===== src/bsr_pkg.sv =====
// Shared types and constants for the Babylonian square root core.
package bsr_pkg;

  // Fixed field widths of the result word
  localparam int ROOT_W       = 33;
  localparam int COUNT_W      = 7;
  localparam int OUT_TDATA_W  = 40;

  // Stop threshold register
  localparam int          THRESH_W     = 32;
  localparam logic [31:0] THRESH_RESET = 32'd66;

  // First-guess factor 0.075 as a ratio
  localparam int ScaleNum = 75;
  localparam int ScaleDen = 1000;

  // Controller states
  typedef enum logic [2:0] {
    ST_IDLE,
    ST_START,
    ST_DIV,
    ST_UPDATE,
    ST_DIFF,
    ST_CHECK,
    ST_FINISH
  } bsr_state_t;

  // Controller to datapath commands
  typedef struct packed {
    logic load;       // take a new radicand, form first guess
    logic div_init;   // start a step: save guess, set up the divider
    logic div_step;   // one restoring division bit
    logic update;     // average guess and quotient
    logic diff;       // form |next - guess|
    logic latch_cap;  // record whether the limit cut the run short
    logic out_load;   // move the result into the output register
  } bsr_cmd_t;

  // Datapath to controller status
  typedef struct packed {
    logic in_zero;    // radicand on the input port is zero
    logic more;       // last change still above threshold
    logic at_max;     // step count reached the limit
  } bsr_stat_t;

endpackage


===== src/bsr_datapath.sv =====
// Datapath: first guess, serial divider, averaging, threshold test, result register.
module bsr_datapath #(
  parameter int RADICAND_BITS = 20,
  parameter int FRACTION_BITS = 16,
  parameter int MAX_STEPS     = 64
) (
  input  logic                             clk,
  input  logic                             rst_n,
  input  logic [RADICAND_BITS-1:0]         radicand,
  input  logic                             cfg_wr_en,
  input  logic [bsr_pkg::THRESH_W-1:0]     cfg_wr_data,
  input  bsr_pkg::bsr_cmd_t                cmd,
  output bsr_pkg::bsr_stat_t               stat,
  output logic [bsr_pkg::ROOT_W-1:0]       root_value,
  output logic [bsr_pkg::COUNT_W-1:0]      iteration_count,
  output logic                             hit_limit
);

  // Guess width, dividend width, scale width
  localparam int GW = RADICAND_BITS + FRACTION_BITS + 1;
  localparam int NW = RADICAND_BITS + 2 * FRACTION_BITS;
  localparam int SW = FRACTION_BITS - 3;
  localparam int XW = (GW > bsr_pkg::THRESH_W) ? GW : bsr_pkg::THRESH_W;
  localparam int GUESS_SCALE =
    ((bsr_pkg::ScaleNum << FRACTION_BITS) + bsr_pkg::ScaleDen / 2) / bsr_pkg::ScaleDen;
  localparam logic [SW-1:0] SCALE_V = SW'(GUESS_SCALE);

  logic [RADICAND_BITS-1:0]        n_r;
  logic [GW-1:0]                   cur_r;
  logic [GW-1:0]                   prev_r;
  logic [GW-1:0]                   rem_r;
  logic [NW-1:0]                   num_r;
  logic [GW-1:0]                   diff_r;
  logic [bsr_pkg::COUNT_W-1:0]     steps_r;
  logic                            capped_r;
  logic [bsr_pkg::THRESH_W-1:0]    thresh_r;
  logic [bsr_pkg::ROOT_W-1:0]      root_r;
  logic [bsr_pkg::COUNT_W-1:0]     count_r;
  logic                            limit_r;

  logic [RADICAND_BITS+SW-1:0]     prod;
  logic [GW:0]                     trial;
  logic [GW:0]                     trial_sub;
  logic                            q_bit;
  logic [GW-1:0]                   quot;
  logic [GW-1:0]                   avg;
  logic [GW:0]                     d_fwd;

  // First guess: radicand times the scaled 0.075
  assign prod = {{SW{1'b0}}, radicand} * {{RADICAND_BITS{1'b0}}, SCALE_V};

  // One restoring division bit
  assign trial     = {rem_r, num_r[NW-1]};
  assign trial_sub = trial - {1'b0, prev_r};
  assign q_bit     = ~trial_sub[GW];

  // Babylonian average: (guess + quotient) / 2, rounded down
  assign quot = num_r[GW-1:0];
  assign avg  = (prev_r >> 1) + (quot >> 1) + GW'(prev_r[0] & quot[0]);

  // Signed forward difference, sign picks the direction
  assign d_fwd = {1'b0, cur_r} - {1'b0, prev_r};

  // Status to the controller
  assign stat.in_zero = (radicand == '0);
  assign stat.more    = (XW'(diff_r) > XW'(thresh_r));
  assign stat.at_max  = (steps_r == bsr_pkg::COUNT_W'(MAX_STEPS));

  // Threshold register
  always_ff @(posedge clk) begin
    if (!rst_n) begin
      thresh_r <= bsr_pkg::THRESH_RESET;
    end else if (cfg_wr_en) begin
      thresh_r <= cfg_wr_data;
    end
  end

  // Working registers
  always_ff @(posedge clk) begin
    if (cmd.load) begin
      n_r      <= radicand;
      cur_r    <= GW'(prod);
      steps_r  <= '0;
      capped_r <= 1'b0;
    end
    if (cmd.div_init) begin
      prev_r  <= cur_r;
      rem_r   <= '0;
      num_r   <= {n_r, {(2 * FRACTION_BITS){1'b0}}};
      steps_r <= steps_r + 1'b1;
    end
    if (cmd.div_step) begin
      rem_r <= q_bit ? trial_sub[GW-1:0] : trial[GW-1:0];
      num_r <= {num_r[NW-2:0], q_bit};
    end
    if (cmd.update) begin
      cur_r <= avg;
    end
    if (cmd.diff) begin
      diff_r <= d_fwd[GW] ? (prev_r - cur_r) : d_fwd[GW-1:0];
    end
    if (cmd.latch_cap) begin
      capped_r <= stat.more;
    end
  end

  // Output word register
  always_ff @(posedge clk) begin
    if (cmd.out_load) begin
      root_r  <= bsr_pkg::ROOT_W'(cur_r);
      count_r <= steps_r;
      limit_r <= capped_r;
    end
  end

  assign root_value      = root_r;
  assign iteration_count = count_r;
  assign hit_limit       = limit_r;

endmodule


===== src/bsr_ctrl.sv =====
// Controller: sequences steps and division bits, owns both handshakes.
module bsr_ctrl #(
  parameter int DIV_BITS = 52
) (
  input  logic               clk,
  input  logic               rst_n,
  input  logic               in_tvalid,
  output logic               in_tready,
  output logic               out_tvalid,
  input  logic               out_tready,
  input  bsr_pkg::bsr_stat_t stat,
  output bsr_pkg::bsr_cmd_t  cmd
);

  localparam int CW = $clog2(DIV_BITS);

  bsr_pkg::bsr_state_t state_r, state_nxt;
  logic [CW-1:0]       cnt_r, cnt_nxt;
  logic                out_valid_r, out_valid_nxt;
  logic                in_acc;
  logic                out_free;

  assign in_acc   = in_tvalid && (state_r == bsr_pkg::ST_IDLE);
  assign out_free = !out_valid_r || out_tready;

  // State, bit counter and output valid registers
  always_ff @(posedge clk) begin
    if (!rst_n) begin
      state_r     <= bsr_pkg::ST_IDLE;
      cnt_r       <= '0;
      out_valid_r <= 1'b0;
    end else begin
      state_r     <= state_nxt;
      cnt_r       <= cnt_nxt;
      out_valid_r <= out_valid_nxt;
    end
  end

  // Next state and commands
  always_comb begin
    state_nxt     = state_r;
    cnt_nxt       = cnt_r;
    cmd           = '0;
    out_valid_nxt = out_valid_r && !out_tready;
    case (state_r)
      bsr_pkg::ST_IDLE: begin
        if (in_acc) begin
          cmd.load  = 1'b1;
          state_nxt = stat.in_zero ? bsr_pkg::ST_FINISH : bsr_pkg::ST_START;
        end
      end
      bsr_pkg::ST_START: begin
        cmd.div_init = 1'b1;
        cnt_nxt      = CW'(DIV_BITS - 1);
        state_nxt    = bsr_pkg::ST_DIV;
      end
      bsr_pkg::ST_DIV: begin
        cmd.div_step = 1'b1;
        if (cnt_r == '0) begin
          state_nxt = bsr_pkg::ST_UPDATE;
        end else begin
          cnt_nxt = cnt_r - 1'b1;
        end
      end
      bsr_pkg::ST_UPDATE: begin
        cmd.update = 1'b1;
        state_nxt  = bsr_pkg::ST_DIFF;
      end
      bsr_pkg::ST_DIFF: begin
        cmd.diff  = 1'b1;
        state_nxt = bsr_pkg::ST_CHECK;
      end
      bsr_pkg::ST_CHECK: begin
        if (stat.more && !stat.at_max) begin
          state_nxt = bsr_pkg::ST_START;
        end else begin
          cmd.latch_cap = 1'b1;
          state_nxt     = bsr_pkg::ST_FINISH;
        end
      end
      bsr_pkg::ST_FINISH: begin
        // Wait until the output register is free
        if (out_free) begin
          cmd.out_load  = 1'b1;
          out_valid_nxt = 1'b1;
          state_nxt     = bsr_pkg::ST_IDLE;
        end
      end
      default: begin
        state_nxt = bsr_pkg::ST_IDLE;
      end
    endcase
  end

  assign in_tready  = (state_r == bsr_pkg::ST_IDLE);
  assign out_tvalid = out_valid_r;

endmodule


===== src/babylonian_square_root_core.sv =====
// Top level of the Babylonian square root core.
// Takes an unsigned radicand and returns its square root in unsigned fixed
// point with FRACTION_BITS fraction bits, plus the number of Newton steps and
// a flag set when MAX_STEPS ran without the change dropping to the stop
// threshold. A zero radicand returns zero with no steps. Each step runs one
// restoring division of radicand*2^(2*FRACTION_BITS) by the guess, one
// quotient bit per cycle. One word is in work at a time; the next word is
// taken while a finished result waits in the output register. The stop
// threshold is written through cfg_wr_en/cfg_wr_data; the user must write
// it only while idle, as the core itself does not enforce this.
module babylonian_square_root_core #(
  parameter int RADICAND_BITS = 20,
  parameter int FRACTION_BITS = 16,
  parameter int MAX_STEPS     = 64
) (
  input  logic                                  clk,
  input  logic                                  rst_n,
  // [RADICAND_BITS-1:0] radicand, zero fill above
  input  logic [((RADICAND_BITS+7)/8)*8-1:0]    in_tdata,
  input  logic                                  in_tvalid,
  output logic                                  in_tready,
  // [32:0] root_value, [39:33] iteration_count
  output logic [bsr_pkg::OUT_TDATA_W-1:0]       out_tdata,
  // [0] hit_limit
  output logic                                  out_tuser,
  output logic                                  out_tvalid,
  input  logic                                  out_tready,
  input  logic                                  cfg_wr_en,
  input  logic [bsr_pkg::THRESH_W-1:0]          cfg_wr_data
);

  localparam int DIV_BITS = RADICAND_BITS + 2 * FRACTION_BITS;

  bsr_pkg::bsr_cmd_t            cmd;
  bsr_pkg::bsr_stat_t           stat;
  logic [bsr_pkg::ROOT_W-1:0]   root_value;
  logic [bsr_pkg::COUNT_W-1:0]  iteration_count;
  logic                         hit_limit;

  bsr_ctrl #(
    .DIV_BITS (DIV_BITS)
  ) u_ctrl (
    .clk        (clk),
    .rst_n      (rst_n),
    .in_tvalid  (in_tvalid),
    .in_tready  (in_tready),
    .out_tvalid (out_tvalid),
    .out_tready (out_tready),
    .stat       (stat),
    .cmd        (cmd)
  );

  bsr_datapath #(
    .RADICAND_BITS (RADICAND_BITS),
    .FRACTION_BITS (FRACTION_BITS),
    .MAX_STEPS     (MAX_STEPS)
  ) u_datapath (
    .clk             (clk),
    .rst_n           (rst_n),
    .radicand        (in_tdata[RADICAND_BITS-1:0]),
    .cfg_wr_en       (cfg_wr_en),
    .cfg_wr_data     (cfg_wr_data),
    .cmd             (cmd),
    .stat            (stat),
    .root_value      (root_value),
    .iteration_count (iteration_count),
    .hit_limit       (hit_limit)
  );

  // Pack the result word
  assign out_tdata = {iteration_count, root_value};
  assign out_tuser = hit_limit;

endmodule

===== config.mk =====
export PLATFORM = sky130hd
export DESIGN_NAME = babylonian_square_root_core
export DESIGN_NICKNAME = d
export VERILOG_FILES = /design/src/bsr_pkg.sv /design/src/bsr_datapath.sv /design/src/bsr_ctrl.sv /design/src/babylonian_square_root_core.sv
export SDC_FILE = /design/constraint.sdc
export NUM_CORES = 1
export LEC_CHECK = 0
export ABC_AREA = 1
export BUFFER_PORTS_ARGS = -buffer_cell sky130_fd_sc_hd__buf_2
export CORE_UTILIZATION = 65
export DETAILED_ROUTE_END_ITERATION = 12
export PLACE_DENSITY = 0.95
export SLEW_MARGIN = 20
export SYNTH_ARGS = -nofsm -noshare
export SYNTH_HDL_FRONTEND = slang
export SYNTH_SLANG_ARGS = --single-unit

===== constraint.sdc =====
create_clock -name clk -period 13.15 [get_ports clk]
set_input_delay 0.6575 -clock clk [delete_from_list [all_inputs] [get_ports clk]]
set_output_delay 0.6575 -clock clk [all_outputs]
set_load 0.005 [all_outputs]

**After elaboration in Yosys (flattened, before gate mapping)**

Index checks and enable logic that the tools add are counted.

- Flip-flop bits (word level): 311
- Input port bits: 61
- Output and inout bits: 43
- Logic and storage cells: 86

- Add/sub/neg operators: 7
- $mul: 1
- Magnitude comparators: 1
- Eq/ne operators: 11
- Multiplexer cells: 32
- Bitwise operators: 2
- Reduce and logical (&&, ||, !) cells: 17

Operators with widths:

| operator | number |
|---|---|
| 2-to-1 mux 37 bit | 6 |
| 2-to-1 mux 52 bit | 2 |
| subtractor 37 x 37 -> 38 bit | 1 |
| subtractor 38 x 37 -> 38 bit | 1 |
| adder 36 x 36 -> 37 bit | 1 |
| adder 37 bit | 1 |
| greater-than comparator 37 x 32 -> 1 bit | 1 |
| subtractor 37 bit | 1 |
| multiplier 20 x 13 -> 33 bit (second input constant) | 1 |
| case mux 3 bit (7 select lines) | 1 |
| logical NOT 20 bit | 1 |
| 2-to-1 mux 3 bit | 5 |
| 2-to-1 mux 1 bit | 14 |
| 2-to-1 mux 7 bit | 2 |
| case mux 6 bit (2 select lines) | 1 |
| nonzero test 2 bit | 5 |
| equality test 3 bit (second input constant) | 3 |
| adder 7 x 1 -> 7 bit (second input constant) | 1 |
| equality test 7 bit (second input constant) | 1 |
| equality test 3 x 2 -> 1 bit (second input constant) | 2 |
| logical NOT 6 bit | 1 |
| 2-to-1 mux 6 bit | 1 |
| inequality test 2 x 1 -> 1 bit (second input constant) | 3 |
| subtractor 6 x 1 -> 6 bit (second input constant) | 1 |
| 10 further kinds | 14 |

**Longest topological paths before layout**

- Depth in word-level cells: 6
- Mapped depth: 23
- Mapped depth without buffers: 23

**Hierarchy**

From an unflattened synthesis, not the netlist that was laid out.

- Cell total of the unflattened synthesis: 3711
- Area, all modules: 27537.7 um^2

Modules (own cells, without submodules):

| module | times used | cells each | area an instance (um^2) | sequential area each (um^2) |
|---|---|---|---|---|
| bsr_datapath | 1 | 3605 | 26873.3 | 8718.4 |
| bsr_ctrl | 1 | 106 | 664.4 | 200.2 |

**Worst setup path after synthesis**

No wires, ideal clock.

- Path kind: input to register
- Start point: input port out_tready
- End point: register u_datapath.limit_r (netlist: u_datapath.hit_limit), enable pin
- Library setup time: 0.541 ns
- Data arrival time: 4.612 ns
- Data required time: 12.609 ns
- Path slack: 7.997 ns
- Stages on the path: 2
- Path buffers: 0
- Path through: nor2_1 > nor4_1

RTL lines:

| element | RTL line | RTL |
|---|---|---|
| start: declaration | babylonian_square_root_core.sv:27 | `input logic out_tready,` |
| end signal: assignment | bsr_datapath.sv:112 | `limit_r <= capped_r;` |
| end: declaration | bsr_datapath.sv:39 | `logic limit_r;` |

**Worst setup path after layout**

- Start point: input port in_tdata[8]
- End point: register u_datapath.cur_r[25] (data pin)

- Word-level cells in the longest chain between the ends: 3

Ends and longest elaborated chain:

| element | RTL line | RTL |
|---|---|---|
| start: declaration | babylonian_square_root_core.sv:19 | `input logic [((RADICAND_BITS+7)/8)*8-1:0] in_tdata,` |
| multiplier 20 x 13 -> 33 bit | bsr_datapath.sv:50 | `assign prod = {{SW{1'b0}}, radicand} * {{RADICAND_BITS{1'b0}}, SCALE_V};` |
| 2-to-1 mux 37 bit | bsr_datapath.sv:80 | `if (cmd.load) begin` |
| 2-to-1 mux 37 bit | bsr_datapath.sv:96 | `if (cmd.update) begin` |
| end signal: assignment | bsr_datapath.sv:82 | `cur_r <= GW'(prod);` |
| end signal: assignment | bsr_datapath.sv:97 | `cur_r <= avg;` |
| end: declaration | bsr_datapath.sv:29 | `logic [GW-1:0] cur_r;` |

Every way passes these cells. The select of a mux whose other input is x is not followed.
A chain may end at the register's enable or synchronous reset.

==> results.cfg <==
[timing]
hold_viol = 0
relSlewSlack_pct = 30.4
worstMarginPinSlew_ns = 1.04
finClkSkew_ns = 0.0140
rsz0062_at_grt = false
setup_tns_ns = 0
slew_violations = 0
timing.fmax_mhz = 198
post-route-period-util_pct = 38.4
setup_viol_count_final = 0
fin_crit_ns = 5.05

[cts]
postCtsSetupBuffers = 0
clk_pin_slew_worst_paths_ns = 0.06
cts_hold_buf = 0
cts_made_buffers = 37
htreeDepth = 2
cts_sinks = 311
clockRootBuffer = clkbuf_16
cts_repair_resize_count = 0
clk-insertion-delay-late_ns = 0.57
cts_tree = built
clockBufferDepth = 3

[worst_setup_path]
critPathMaxStageDelay_ns = 0.54
crit_end = u_datapath.cur_r[25]$_DFFE_PP_
ff2ff_setup_slack_ns = 9.48
crit_path_start = in_tdata[8]
r2r_end = u_datapath.cur_r[28]$_DFFE_PP_
rr_startpoint = u_datapath.prev_r[1]$_DFFE_PP_
worstPathArrival_ns = 5.36
cp.buffers_inverters = 4
worstPathRequired_ns = 13.46
criticalPathCategory = primary input to flip-flop
worstPathMaxFanout = 7
critPathSlowestCell = fa_1
cp-start-kind = primary input
critPathTopFamily = adder cells
reg2reg_depth = 13
crit_cells = 20
crit_path_end_kind = flip-flop
crit_chain = buf_2 -> inv_1 -> ha_1 -> xnor2_1 -> o21ai_0 -> fa_1 -> fa_1 -> inv_1 -> fa_1 -> inv_1 -> ha_1 -> a21oi_1 -> o21ai_0 -> a21oi_1 -> nand3_1 -> nand2_1 -> nand3_1 -> or2_2 -> nand3_1 -> nand2_1

[routing]
first_pass_iters = 6
routed_wl_um = 79300
drcViolationCount = 0
route.vias.total = 24200
routed_via_density = 5.95
drt_iter0_drc = 2606
ant_nets = 0
wl_per_cell_um = 19.5

[yosys]
synth-edff-count = 269
yosys_warnings = 0
synthCells = 3426
ys_seq_elements = 311
netlist_area_mm2 = 0.0267
ys_types = 59
synth_top_cell_by_area = edfxtp_1
async_flop_share_pct = 0
synth_area_leaders = edfxtp_1 (30%), ha_1 (14%), nand2_1 (10%), inv_1 (7.6%), fa_1 (5.8%)
synth_fp_nets = 3859
avgSynthCellArea_um2 = 7.80
yosysSeqAreaShare_pct = 33.4
synth_top_area_share_pct = 30.2
synth_ff_type = edfxtp_1

[floorplanning]
rows = 73
die_width_um = 205
io_pins = 104
die_h_um = 205
initial_utilization_pct = 66.6
placeableCoreArea_mm2 = 0.0401
die-area_mm2 = 0.0419

[grt]
overflow = 0
grt_pass1_vias = 24100
grt_usage_pct = 38.4
grt_first_pass_wirelength_um = 124000
grt_max_degree = 64
antenna_found_initial = 1

[layout]
diodes = 0
final_common_cell = nand2_1
fillers = 3083
area_growth_pct = 7.86
nets = 3939
drive_gt1_share_pct = 6.82
fin_util_pct = 71.9
layout_common_cells = nand2_1 (736), inv_1 (544), nor2_1 (379)

[placed_design]
hpwl_um = 61900
io_buffers = 99
place.gp.congestion = 1.06

[worst_hold_path]
holdCritPathClass = primary input to flip-flop

[flow_run]
maxCapViolations = 0

[run_status]
status = finished clean
[cells in the mapped netlist, types with 9 or more instances]
cell        n
nor4_1     13
xor2_1     80
inv_2      11
xnor2_1    26
a31oi_1    14
ha_1      294
inv_1     544
nand2_1   737
o21bai_1   16
edfxtp_1  269
or2_2      13
nor3_1     27
o21ai_1    21
nand2_2    11
nand4_1    21
o21a_1     18
clkbuf_1   25
buf_6       9
a21o_1     22
buf_2      23
o21ai_0   221
o211ai_1    9
fa_1       78
a21oi_1   301
dfxtp_1    42
nor2_1    381
nand3_1   122
[sequential cells by signal, indices dropped and copies added (netlist names)]
signal / cells
u_datapath.diff_r: 37
u_ctrl.out_tvalid: 1
u_datapath.prev_r: 37
u_datapath.n_r: 20
u_datapath.steps_r: 7
u_datapath.thresh_r: 32
u_datapath.iteration_count: 7
u_datapath.cur_r: 37
u_datapath.hit_limit: 1
u_ctrl.cnt_r: 6
u_ctrl.state_r: 3
u_datapath.root_value: 33
u_datapath.rem_r: 37
u_datapath.num_r: 52
u_datapath.capped_r: 1
[through the flow]
| stage | instances | worst slack (ns) | hold slack (ns) | area [um^2] |
|---|---|---|---|---|
| after floorplan | 3426 | 8.00 | 0.400 | 26700 |
| after global placement | 3992 | 7.68 | 0.405 | 27600 |
| after detailed placement | 3992 | 7.64 | 0.407 | 27600 |
| after CTS | 4059 | 8.24 | 0.322 | 28800 |
| after global routing | 4059 | 7.87 | 0.357 | 28800 |
| final | 4059 | 8.10 | 0.342 | 28800 |
[worst min path at each step]
stage / cells past startpoint / end / from
floorplan: 0 / u_datapath.hit_limit$_DFFE_PP_ / u_datapath.capped_r$_SDFFCE_PN0P_
global placement: 0 / u_datapath.hit_limit$_DFFE_PP_ / u_datapath.capped_r$_SDFFCE_PN0P_
detailed placement: 0 / u_datapath.hit_limit$_DFFE_PP_ / u_datapath.capped_r$_SDFFCE_PN0P_
CTS: 3 / u_datapath.thresh_r[6]$_SDFFE_PN1P_ / cfg_wr_data[6]
global route: 1 / u_datapath.n_r[14]$_DFFE_PP_ / in_tdata[14]
finish: 3 / u_datapath.thresh_r[6]$_SDFFE_PN1P_ / cfg_wr_data[6]
[cell families after synthesis]
group           count (synthesis)  share of synthesized area (%)
compound gates                652                           13.3
simple gates                 1358                           21.0
xor+xnor                      106                           3.47
buf+inv                       627                           9.28
fa+ha+maj                     372                           19.6
flops                         311                           33.4
[routing by layer]
layer / part of all wire, % / vias to the layer above / GRT usage [%]
li1: - / 11400 / -
met1: 37 / 11100 / 45.8
met2: 46 / 1312 / 64.5
met3: 9.4 / 333 / 6.76
met4: 7.0 / 2 / 23.4
met5: 0.015 / - / 0
[final cells by class]
cell class / count / area, um^2 / share of cell area (%)
inverter: 558 / 2100 / 7.29
clock buffer: 46 / 1040 / 3.62
sequential: 311 / 8920 / 30.9
timing repair buffer: 110 / 578 / 2.01
clock inverter: 21 / 174 / 0.603
tap: 525 / 657 / 2.28
multi-input combinational: 2488 / 15300 / 53.3
[worst min-delay path: cells and delay by family]
kind                   cells  cell delay, ns
AO/OA/AOI/OAI              2            0.12
buffers and inverters      1            0.08
Power is not shown: default switching activity piles up to over one toggle a cycle in this logic, so the estimate is an artifact.
